$ cat src/sv/smbs_pkg.sv
`timescale 1ns / 1ps
`default_nettype none

package smbs_pkg;

   localparam int SAMPLE_W        = 32;   // Q25.7 bin intensity
   localparam int VALUE_W         = 33;   // signed Q.7 result
   localparam int FRAC_W          = 24;   // reciprocal fraction bits
   localparam int WINDOW_HALF_DEF = 75;

   // one stored bin: window contribution and its pad flag
   typedef struct packed {
      logic                pad;
      logic [SAMPLE_W-1:0] val;
   } entry_type;

   // bin whose result is due, handed to the scaling pipeline
   typedef struct packed {
      logic [SAMPLE_W-1:0] xc;
      logic                last;
   } due_type;

endpackage

`default_nettype wire

$ cat src/sv/smbs_cell.sv
`timescale 1ns / 1ps
`default_nettype none

module smbs_cell (
   input  wire                 clock,
   input  wire                 reset,
   input  wire                 shift_en,
   input  wire                 clear,
   input  smbs_pkg::entry_type d,
   output smbs_pkg::entry_type q
);
   import smbs_pkg::*;

   logic      valid_ff;
   entry_type data_ff;

   always_ff @(posedge clock) begin
      if (reset || clear) begin
         valid_ff <= 1'b0;
      end else if (shift_en) begin
         valid_ff <= 1'b1;
      end
   end

   always_ff @(posedge clock) begin
      if (shift_en) begin
         data_ff <= d;
      end
   end

   // an empty cell reads as a zero bin
   assign q = valid_ff ? data_ff : '0;

endmodule

`default_nettype wire

$ cat src/sv/smbs_line.sv
`timescale 1ns / 1ps
`default_nettype none

module smbs_line #(
   parameter int WINDOW_HALF = smbs_pkg::WINDOW_HALF_DEF
) (
   input  wire                 clock,
   input  wire                 reset,
   input  wire                 shift_en,
   input  wire                 clear,
   input  smbs_pkg::entry_type entry_in,
   output smbs_pkg::entry_type due,
   output smbs_pkg::entry_type next,
   output smbs_pkg::entry_type tail
);
   import smbs_pkg::*;

   localparam int DEPTH = 2 * WINDOW_HALF + 1;

   // tap k is the input of cell k, i.e. what cell k holds after the next shift
   entry_type taps [DEPTH+1];

   assign taps[0] = entry_in;

   for (genvar k = 0; k < DEPTH; k++) begin : g_cell
      smbs_cell u_cell (
         .clock    (clock),
         .reset    (reset),
         .shift_en (shift_en),
         .clear    (clear),
         .d        (taps[k]),
         .q        (taps[k+1])
      );
   end

   assign due  = taps[WINDOW_HALF];
   assign next = taps[WINDOW_HALF-1];
   assign tail = taps[DEPTH];

endmodule

`default_nettype wire

$ cat config.mk
export PLATFORM = sky130hd
export DESIGN_NAME = smbs_line
export DESIGN_NICKNAME = d
export VERILOG_FILES = /design/src/sv/smbs_pkg.sv /design/src/sv/smbs_cell.sv /design/src/sv/smbs_line.sv
export SDC_FILE = /design/constraint.sdc
export NUM_CORES = 2
export LEC_CHECK = 0
export BUFFER_PORTS_ARGS = -buffer_cell sky130_fd_sc_hd__buf_4
export CAP_MARGIN = 40
export CELL_PAD_IN_SITES_DETAIL_PLACEMENT = 2
export CELL_PAD_IN_SITES_GLOBAL_PLACEMENT = 2
export CORE_MARGIN = 2
export CORE_UTILIZATION = 48
export CTS_CLUSTER_SIZE = 14
export DETAILED_ROUTE_END_ITERATION = 7
export GPL_ROUTABILITY_DRIVEN = 0
export PLACE_DENSITY = 0.78
export SLEW_MARGIN = 15
export SYNTH_ARGS = -nofsm -noshare
export SYNTH_HDL_FRONTEND = slang
export SYNTH_SLANG_ARGS = --single-unit
$ cat constraint.sdc
create_clock -name clock -period 1.55 [get_ports clock]
set_input_delay 0.31 -clock clock [delete_from_list [all_inputs] [get_ports clock]]
set_output_delay 0.31 -clock clock [all_outputs]
set_load 0.02 [all_outputs]
==> flow_summary.ini, run 1 <==
[run_status]
status = did not finish
failing_step = detailed placement (3_5_place_dp)
toolErrorMsg = [ERROR DPL-0033] detailed placement checks failed during check placement.

[floorplan]
ios = 136
fp.dieH_um = 623
start_util = 0.481
fp-row-count = 227
die_w_um = 623

[logic_synthesis]
synth_top_family_by_area = simple AND/OR/NAND/NOR gates
syn_area_um2 = 184000
synthAdderAreaFrac = 0
synth_nets = 10600
synth_area_per_cell_um2 = 17.5
synth_xor_area_frac = 0
synth_simple_gate_area_frac = 0.170
synthMuxAreaShare = 0
yosys_warnings = 0
synth-compound-area-share = 0
ys_ff_latch = 4984
syn_inst = 10500
seq_area_frac_synth = 0.814
ys_types = 11

[placement]
hpwlAfterDp_um = 590000
port_buffers = 135
## per-stage QoR
stage          worst slack, ps  hold WS [ps]  instance area (µm²)  TNS [ps]  cells
2_1_floorplan              208           387               184000         0  10500
3_3_place_gp              -115           491               194000    -73710  15600
## kinds of logic after synthesis
kind of cell / count (synthesis)
buffers and inverters: 554
AND/OR/NAND/NOR: 4985
flip-flops: 4984
## cell usage after synthesis, drive strengths merged
cell type	n	share of area
nor2	1	0.000020
buf	8	0.00052
and2	4983	0.17
dfxtp	1	0.00011
clkbuf	546	0.016
nor3	1	0.000027
edfxtp	4983	0.81
==> run 2: changes to the inputs <==
--- a/config.mk
+++ b/config.mk
@@ -7,14 +7,11 @@
 export LEC_CHECK = 0
 export BUFFER_PORTS_ARGS = -buffer_cell sky130_fd_sc_hd__buf_4
 export CAP_MARGIN = 40
-export CELL_PAD_IN_SITES_DETAIL_PLACEMENT = 2
-export CELL_PAD_IN_SITES_GLOBAL_PLACEMENT = 2
 export CORE_MARGIN = 2
-export CORE_UTILIZATION = 48
-export CTS_CLUSTER_SIZE = 14
+export CORE_UTILIZATION = 40
 export DETAILED_ROUTE_END_ITERATION = 7
 export GPL_ROUTABILITY_DRIVEN = 0
-export PLACE_DENSITY = 0.78
+export PLACE_DENSITY_LB_ADDON = 0.15
 export SLEW_MARGIN = 15
 export SYNTH_ARGS = -nofsm -noshare
 export SYNTH_HDL_FRONTEND = slang
==> run 2 against run 1 <==
Net effect:
- the flow now finishes, with violations (setup timing)
- synthesized cell count stayed put
- area after synthesis is the same
==> flow_summary.ini, run 2 <==
[route]
wirelength_um = 272000
antenna_left = 0
drc = 0
drtIter0Drc = 5047
routed_via_density = 4.48
wl_per_cell_um = 15.2
first_pass_iters = 5
vias = 80100

[logic_synthesis]
syn_area_um2 = 184000
ys_top_cells_by_count = and2_1, edfxtp_1, clkbuf_2
synth.top_cell.area_share = 0.814
seq_area_frac_synth = 0.814
synth-edff-count = 4983
syn_inst = 10500
synth_nets = 10600
yosys_warnings = 0
ys_async_sr_fraction = 0
ys_types = 11
ys.flop_type = edfxtp_1
synth_area_per_cell_um2 = 17.5
synth_top_cell_by_area = edfxtp_1
ys_ff_latch = 4984
ys_top_cells_by_area = edfxtp_1, and2_1, clkbuf_2, clkbuf_4, buf_8

[floorplan]
fp-row-count = 248
core_area_um2 = 457000
ios = 136
die_w_um = 682
fp.dieH_um = 682
design.die.area_um2 = 465000
start_util = 0.402

[sta]
fin_worst_skew_ps = 34.2
setup_tns_ps = -1016030
finalCritPeriodShare = 1.58
tightest_slew_ps = 406
max_freq_mhz = 409
rsz0062_at_grt = true
slew_violations = 0
hold_viol = 0
setup_slack_ps = -893
relSlewSlack = 0.729
setup_viol = 4357
finalCriticalPeriod_ps = 2440

[clock_tree]
htree_levels = 6
numCtsBuffers = 531
clkTransAtPathRegs_ps = 60
cts.sinks = 4984
cts-root-buf = clkbuf_16
clock_path_buffers = 4
cts_tree = done
clock_latency_ps = 980

[power]
powerDensity_nw_per_um2 = 1320
ir_drop_mv = 1.10
p_leak_nw = 79.2

[critical_path]
worstPathCellList = buf_12 -> clkbuf_16 -> and2_1 -> buf_4
slowest_stage = dfxtp_4
worstSetupPathType = register to output port
cp_max_fo = 12
critPathArrivalTime_ps = 2130
critPathLaunchType = register
critical_path.top_delay_family = buffers and inverters
cp-end-kind = output port
cpPeakStageDelay_ps = 400
cp_num_buf_inv = 3
cp.required_ps = 1240

[layout]
largestRegisters = g_cell.u_cell.data_ff (4983), g_cell.u_cell.valid_ff (1)
layout_common_cells = edfxtp_1, and2_1, clkbuf_16
finalCoreUtilization = 0.471
final_common_cell = edfxtp_1
largest_reg_flops = 4983
regMostFlops = g_cell.u_cell.data_ff
fillers = 38800
final_nets = 11400
drive_gt1_frac = 0.130
area_growth_pct = 17.0
final_cells = 17900

[global_route]
grt_pass1_vias = 83900
grt_usage = 0.114
overflow = 0
antenna_found_initial = 2
grt_pass1_wl_um = 442000
grt_max_degree = 131

[placement]
hpwlAfterDp_um = 144000
placed_cells = 16800
port_buffers = 135

[run_status]
status = finished, violations left
violations = setup timing

[run]
maxCapViolCount = 0

[min_path]
min_path_type = input pin to register
-- run 2: cell counts after synthesis --
Identical to the previous run, type by type.
-- run 2: final cells by class --
class / instances / area (µm²) / share of cell area
antenna: 2 / 5.00 / 0.0000233
clock inverter: 245 / 1960 / 0.00912
clock buffer: 693 / 14200 / 0.0661
tap: 6125 / 7660 / 0.0356
multi-input combinational: 4985 / 31400 / 0.146
sequential: 4984 / 150000 / 0.696
timing repair buffer: 825 / 10100 / 0.0471
-- run 2: path summary, 6_finish.rpt --
| path | endpoint | slack, ps | depth (start not counted) | from |
|---|---|---|---|---|
| min reg2reg | g_cell[115].u_cell.data_ff[21] | 510 | 1 | g_cell[114].u_cell.data_ff[21] |
| min | g_cell[0].u_cell.data_ff[8] | 120 | 2 | entry_in[8] |
| max | next[27] | -890 | 4 | g_cell[49].u_cell.valid_ff |
| max reg2reg | g_cell[134].u_cell.data_ff[17] | -370 | 8 | g_cell[49].u_cell.valid_ff |
-- run 2: per-stage QoR --
stage | power [mW] | hold slack, ps | area (µm²) | setup WS, ps
6_report | 284 | 119 | 215000 | -893
5_1_grt | 295 | 34.8 | 215000 | -1010
4_1_cts | 289 | 14.8 | 214000 | -1070
3_5_place_dp | 167 | 489 | 196000 | -411
3_3_place_gp | 167 | 490 | 196000 | -496
2_1_floorplan | 161 | 387 | 184000 | 208
-- run 2: repair_timing --
action / in CTS / in global routing
endpoints found under the hold margin: 146 / 0
setup endpoints to repair: 1011 / 4346
resized for setup: 68 / 143
buffers inserted: 13 / 19
gates cloned: 19 / 19
pin swaps: 2 / 1
hold buffers: 68 / 0
-- run 2: metal layers --
metal / share of wire / GRT usage
met4: 0.026 / 0.0361
met3: 0.033 / 0.0197
met5: 0 / 0
met1: 0.46 / 0.155
met2: 0.48 / 0.188
-- run 2: logic make-up after synthesis --
| group | Yosys count | share of synthesized area |
|---|---|---|
| and+or+nand+nor | 4985 | 0.170 |
| DFF | 4984 | 0.814 |
| buffers and inverters | 554 | 0.0160 |
-- run 2: power breakdown --
part	internal [mW]	leakage [nW]	switching, mW
Combinational	3.56	19.9	5.15
Clock	68.8	7.90	50.6
Sequential	155	51.3	1.43
Power figures use the tool's default switching activity.
