[src/sv/smbs_pkg.sv]
`timescale 1ns / 1ps
`default_nettype none

package smbs_pkg;

   localparam int SAMPLE_W        = 32;   // Q25.7 bin intensity
   localparam int VALUE_W         = 33;   // signed Q.7 result
   localparam int FRAC_W          = 24;   // reciprocal fraction bits
   localparam int WINDOW_HALF_DEF = 75;

   // one stored bin: window contribution and its pad flag
   typedef struct packed {
      logic                pad;
      logic [SAMPLE_W-1:0] val;
   } entry_type;

   // bin whose result is due, handed to the scaling pipeline
   typedef struct packed {
      logic [SAMPLE_W-1:0] xc;
      logic                last;
   } due_type;

endpackage

`default_nettype wire

[src/sv/smbs_if.sv]
`timescale 1ns / 1ps
`default_nettype none


interface smbs_rsp_if;
   logic               valid;
   logic               ready;
   logic signed [32:0] value;
   logic               last;

   modport source (output valid, output value, output last, input ready);
   modport sink   (input valid, input value, input last, output ready);
endinterface

`default_nettype wire

[src/sv/smbs_scale.sv]
`timescale 1ns / 1ps
`default_nettype none

module smbs_scale #(
   parameter int                          SUM_W = 40,
   parameter logic [smbs_pkg::FRAC_W-1:0] RECIP = '0
) (
   input  wire                  clock,
   input  wire                  reset,
   input  wire                  in_valid,
   output logic                 in_ready,
   input  wire [SUM_W-1:0]      in_sum,
   input  smbs_pkg::due_type    in_due,
   smbs_rsp_if.source           rsp
);
   import smbs_pkg::*;

   localparam int TW   = SUM_W + 1;
   localparam int TH_W = TW - FRAC_W;
   localparam int PH_W = TH_W + FRAC_W + 1;
   localparam int PL_W = 2 * FRAC_W;
   localparam int RQ_W = PL_W - FRAC_W + 1;
   localparam int M_W  = PH_W + 1;
   localparam int V_W  = M_W + 1;

   localparam logic signed [V_W-1:0] SAT_HI = {{(V_W-SAMPLE_W){1'b0}}, {SAMPLE_W{1'b1}}};
   localparam logic signed [V_W-1:0] SAT_LO = -SAT_HI;
   localparam logic [PL_W:0]         HALF   = (PL_W+1)'(1) << (FRAC_W - 1);

   logic v2_ff, v3_ff, v4_ff, v5_ff;
   logic r2, r3, r4, r5;

   // stage 2: window sum less the due bin
   logic signed [TW-1:0]   t2_ff, t2_in;
   due_type                d2_ff;
   // stage 3: two partial products
   logic [PL_W-1:0]        pl3_ff, pl3_in;
   logic signed [PH_W-1:0] ph3_ff, ph3_in;
   due_type                d3_ff;
   // stage 4: rounded mean
   logic [PL_W:0]          rsum;
   logic [RQ_W-1:0]        rq;
   logic signed [M_W-1:0]  m4_ff, m4_in;
   due_type                d4_ff;
   // stage 5: output register
   logic signed [V_W-1:0]  v5;
   logic [VALUE_W-1:0]     val5_in;

   assign r5       = !v5_ff || rsp.ready;
   assign r4       = !v4_ff || r5;
   assign r3       = !v3_ff || r4;
   assign r2       = !v2_ff || r3;
   assign in_ready = r2;

   always_comb begin
      t2_in  = $signed({1'b0, in_sum}) - $signed({{(TW-SAMPLE_W){1'b0}}, in_due.xc});
      pl3_in = t2_ff[FRAC_W-1:0] * RECIP;
      ph3_in = $signed(t2_ff[TW-1:FRAC_W]) * $signed({1'b0, RECIP});
      rsum   = {1'b0, pl3_ff} + HALF;
      rq     = rsum[PL_W:FRAC_W];
      m4_in  = $signed({ph3_ff[PH_W-1], ph3_ff}) + $signed({{(M_W-RQ_W){1'b0}}, rq});
      v5     = $signed({{(V_W-SAMPLE_W){1'b0}}, d4_ff.xc}) - $signed({m4_ff[M_W-1], m4_ff});
      priority if (v5 > SAT_HI) begin
         val5_in = SAT_HI[VALUE_W-1:0];
      end else if (v5 < SAT_LO) begin
         val5_in = SAT_LO[VALUE_W-1:0];
      end else begin
         val5_in = v5[VALUE_W-1:0];
      end
   end

   always_ff @(posedge clock) begin
      if (reset) begin
         v2_ff <= 1'b0;
         v3_ff <= 1'b0;
         v4_ff <= 1'b0;
         v5_ff <= 1'b0;
      end else begin
         if (r2) v2_ff <= in_valid;
         if (r3) v3_ff <= v2_ff;
         if (r4) v4_ff <= v3_ff;
         if (r5) v5_ff <= v4_ff;
      end
   end

   always_ff @(posedge clock) begin
      if (r2 && in_valid) begin
         t2_ff <= t2_in;
         d2_ff <= in_due;
      end
      if (r3 && v2_ff) begin
         pl3_ff <= pl3_in;
         ph3_ff <= ph3_in;
         d3_ff  <= d2_ff;
      end
      if (r4 && v3_ff) begin
         m4_ff <= m4_in;
         d4_ff <= d3_ff;
      end
      if (r5 && v4_ff) begin
         rsp.value <= $signed(val5_in);
         rsp.last  <= d4_ff.last;
      end
   end

   assign rsp.valid = v5_ff;

endmodule

`default_nettype wire

[src/flat_wrapper.sv]
// flat-port wrapper written by rule: the top's interface ports become plain ports
module smbs_scale_flat import smbs_pkg::*;
#(
   parameter int                          SUM_W = 40,
   parameter logic [smbs_pkg::FRAC_W-1:0] RECIP = '0
)
  (clock, reset, in_valid, in_ready, in_sum, in_due, rsp_valid, rsp_value, rsp_last, rsp_ready);
  smbs_rsp_if rsp_i ();
  input  wire clock;
  input  wire reset;
  input  wire in_valid;
  output logic in_ready;
  input  wire [SUM_W-1:0] in_sum;
  input  smbs_pkg::due_type in_due;
  output wire logic [$bits(rsp_i.valid)-1:0] rsp_valid;
  output wire logic [$bits(rsp_i.value)-1:0] rsp_value;
  output wire logic [$bits(rsp_i.last)-1:0] rsp_last;
  input wire logic [$bits(rsp_i.ready)-1:0] rsp_ready;
  assign rsp_valid = rsp_i.valid;
  assign rsp_value = rsp_i.value;
  assign rsp_last = rsp_i.last;
  assign rsp_i.ready = rsp_ready;
  smbs_scale #(.SUM_W(SUM_W), .RECIP(RECIP)) u_core (.clock(clock), .reset(reset), .in_valid(in_valid), .in_ready(in_ready), .in_sum(in_sum), .in_due(in_due), .rsp(rsp_i));
endmodule
[config.mk]
export PLATFORM = sky130hd
export DESIGN_NAME = smbs_scale_flat
export DESIGN_NICKNAME = d
export VERILOG_FILES = /design/src/sv/smbs_pkg.sv /design/src/sv/smbs_if.sv /design/src/sv/smbs_scale.sv /design/src/flat_wrapper.sv
export SDC_FILE = /design/constraint.sdc
export NUM_CORES = 1
export LEC_CHECK = 0
export ABC_AREA = 1
export BUFFER_PORTS_ARGS = -buffer_cell sky130_fd_sc_hd__buf_4
export CORE_MARGIN = 2
export CORE_UTILIZATION = 51
export CTS_CLUSTER_DIAMETER = 120
export DETAILED_ROUTE_END_ITERATION = 7
export PLACE_DENSITY = 0.85
export SLEW_MARGIN = 15
export SYNTH_ARGS = -nofsm -noshare
export SYNTH_HDL_FRONTEND = slang
export SYNTH_SLANG_ARGS = --single-unit
[constraint.sdc]
create_clock -name clock -period 2.8 [get_ports clock]
set_input_delay 0.28 -clock clock [delete_from_list [all_inputs] [get_ports clock]]
set_output_delay 0.28 -clock clock [all_outputs]
set_load 0.02 [all_outputs]
==> flow_summary.json <==
{
  "gr-total-overflow": 0,
  "fin_skew_ps": 13.89,
  "critPathTopFamily": "buffers and inverters",
  "nets": 361,
  "drc": 0,
  "path_cells": "inv_1 -> nor2_4 -> nand2_1 -> nand2_1 -> clkinv_1",
  "drtIter0Drc": 170,
  "root_buffer": "clkbuf_8",
  "critical-path-slowest-cell": "clkinv_1",
  "drt_pass1_iterations": 4,
  "grt_pass1_vias": 1853,
  "fillers": 439,
  "die_x_um": 94.32,
  "status": "finished clean",
  "tns_ps": 0,
  "worstReg2RegEnd": "u_core.d4_ff[19]",
  "final_common_cell": "edfxtp_1",
  "cpMostUsedCell": "nand2_1",
  "total_power_w": 0.004735,
  "placed_area_sq_um": 4841,
  "clk_path_buf_depth": 2,
  "place_congestion": 0.7128,
  "antenna_found_initial": 0,
  "initial_utilization_pct": 53.29,
  "final-hold-violation-count": 0,
  "cp.arrival_ps": 2120,
  "start_kind": "flip-flop",
  "instances_no_fill": 399,
  "die-area_sq_um": 8895,
  "syn_nets": 235,
  "die_y_um": 94.32,
  "final_cell_mix": "132 x edfxtp_1, 74 x buf_4, 34 x dlygate4sd3_1",
  "ys_seq_area_share_pct": 97.20,
  "post_cts_resized": 0,
  "num_vias": 1824,
  "dp.final_hpwl_um": 3260,
  "rrSetupSlack_ps": 610,
  "layout-drive-gt1-share_pct": 37.04,
  "io_buffers": 71,
  "min_from": "rsp_ready",
  "slew_viol_final": 0,
  "worst_path_largest_cell_delay_ps": 810,
  "syn-cell-area_sq_um": 4160,
  "setup_viol": 0,
  "clkLatencyLatePin_ps": 520,
  "cts_sinks": 136,
  "rsz0062_at_grt": "false",
  "p_leak_nw": 2.127,
  "cp-end-kind": "flip-flop",
  "rows": 32,
  "maxCapViolations": 0,
  "synthCells": 158,
  "min_path_type": "primary input to flip-flop",
  "diodes": 0,
  "hold_depth": 4,
  "cp_data_required_time_ps": 2730,
  "cts.reportedPaths.clkPinSlew_ps": 60,
  "avgSynthCellArea_sq_um": 26.33,
  "slew_headroom_pct": 29.44,
  "whs_endpoint": "u_core.rsp.valid",
  "numPlacedInstances": 333,
  "r2r_cells": 5,
  "irDropWorstVdd_mv": 0.5422,
  "timing.hold.ws_ps": 81.64,
  "h-tree-depth": 4,
  "vias_per_cell": 4.571,
  "yosys_warnings": 0,
  "cp.depth": 5,
  "yosysUniqueCellTypes": 11,
  "stdcell_area_sq_um": 5798,
  "multi_input_area_sq_um": 87.58,
  "yosys_register_bits": 136,
  "cts_tree": "yes",
  "seq_area_sq_um": 4044,
  "wl_per_cell_um": 15.99,
  "grt_usage_pct": 16.30,
  "crit_buf_inv": 2,
  "grt_pass1_wl_um": 9763,
  "wl_um": 6381,
  "period_share_pct": 78.21,
  "power.density_nw_per_um2": 816.7,
  "ios": 113,
  "area_growth_pct": 39.37,
  "coreArea_sq_um": 7807,
  "numCtsBuffers": 17,
  "crit_fanout": 33,
  "postRouteAntennaNets": 0,
  "min_period_ps": 2190,
  "grt_max_degree": 34,
  "crit_type": "flip-flop to flip-flop",
  "rr_startpoint": "u_core.rsp.valid",
  "tightest_slew_ps": 1052,
  "fmax_ghz": 0.4566
}
synthesized netlist by cell type:
cell | number | share of area [%]
edfxtp_1 | 132 | 95
inv_1 | 7 | 0.63
dfxtp_1 | 4 | 1.9
nor2_1 | 4 | 0.36
a21oi_1 | 3 | 0.36
nand2_1 | 3 | 0.27
buf_4 | 1 | 0.18
conb_1 | 1 | 0.090
nand3_1 | 1 | 0.12
nand4_4 | 1 | 0.51
nor2_4 | 1 | 0.27
worst max path at each step:
stage,slack (ps),endpoint,start
2_1_floorplan,300,u_core.d2_ff[0],u_core.rsp.valid
3_3_place_gp,1010,u_core.d4_ff[13],u_core.rsp.valid
3_5_place_dp,960,u_core.d4_ff[14],u_core.rsp.valid
4_1_cts,910,u_core.d4_ff[19],u_core.rsp.valid
5_1_grt,410,u_core.d4_ff[19],u_core.rsp.valid
6_report,610,u_core.d4_ff[19],u_core.rsp.valid
area by class of cell:
cell class,instances,share of cell area [%]
sequential,136,69.75
timing repair buffer,108,15.45
clock buffer,17,7.143
clock inverter,15,3.496
tap,102,2.201
multi-input combinational,14,1.511
inverter,7,0.4532
flip-flops by register name, indices dropped and copies added, names as in the netlist:
name,count
u_core.v3_ff,1
u_core.d4_ff,33
u_core.v2_ff,1
u_core.rsp.value,32
u_core.d3_ff,33
u_core.rsp.valid,1
u_core.d2_ff,33
u_core.rsp.last,1
u_core.v4_ff,1
stage by stage:
| stage | utilization [%] | setup WS, ps |
|---|---|---|
| 3_5_place_dp | 62.00 | 956.5 |
| 5_1_grt | 74.26 | 414.3 |
| 4_1_cts | 74.26 | 911.7 |
| 3_3_place_gp | 62.00 | 1006 |
| 2_1_floorplan | - | 302.3 |
| 6_report | 74.26 | 610.1 |
per-layer routing:
metal / global-route usage (%) / part of all wire [%]
met2: 24.05 / 49
met1: 20.80 / 42
met3: 6.100 / 6.2
met4: 9.783 / 2.2
met5: 0 / 0
worst min-delay path, stage by stage:
cell,delay [ps]
buf_4,90
nor2_4,50
nor2_1,80
nor2_1,40
power by group:
group          total (W)  switching (W)  internal, W
Sequential       0.00232      0.0000215      0.00230
Combinational   0.000137      0.0000622    0.0000751
Clock            0.00228       0.000827      0.00145
logic make-up after synthesis:
logic type             synth area share (%)
buffers and inverters                0.8122
AND/OR/NAND/NOR                       1.534
AO/OA/AOI/OAI                        0.3608
flip-flops                            97.20
other                               0.09014
timing repair:
action	4_1_cts	5_1_grt
setup endpoints to repair	0	0
setup buffers	0	0
hold endpoints to repair	37	0
hold buffers	34	0
Note: power is estimated with default switching activity, not from simulation.
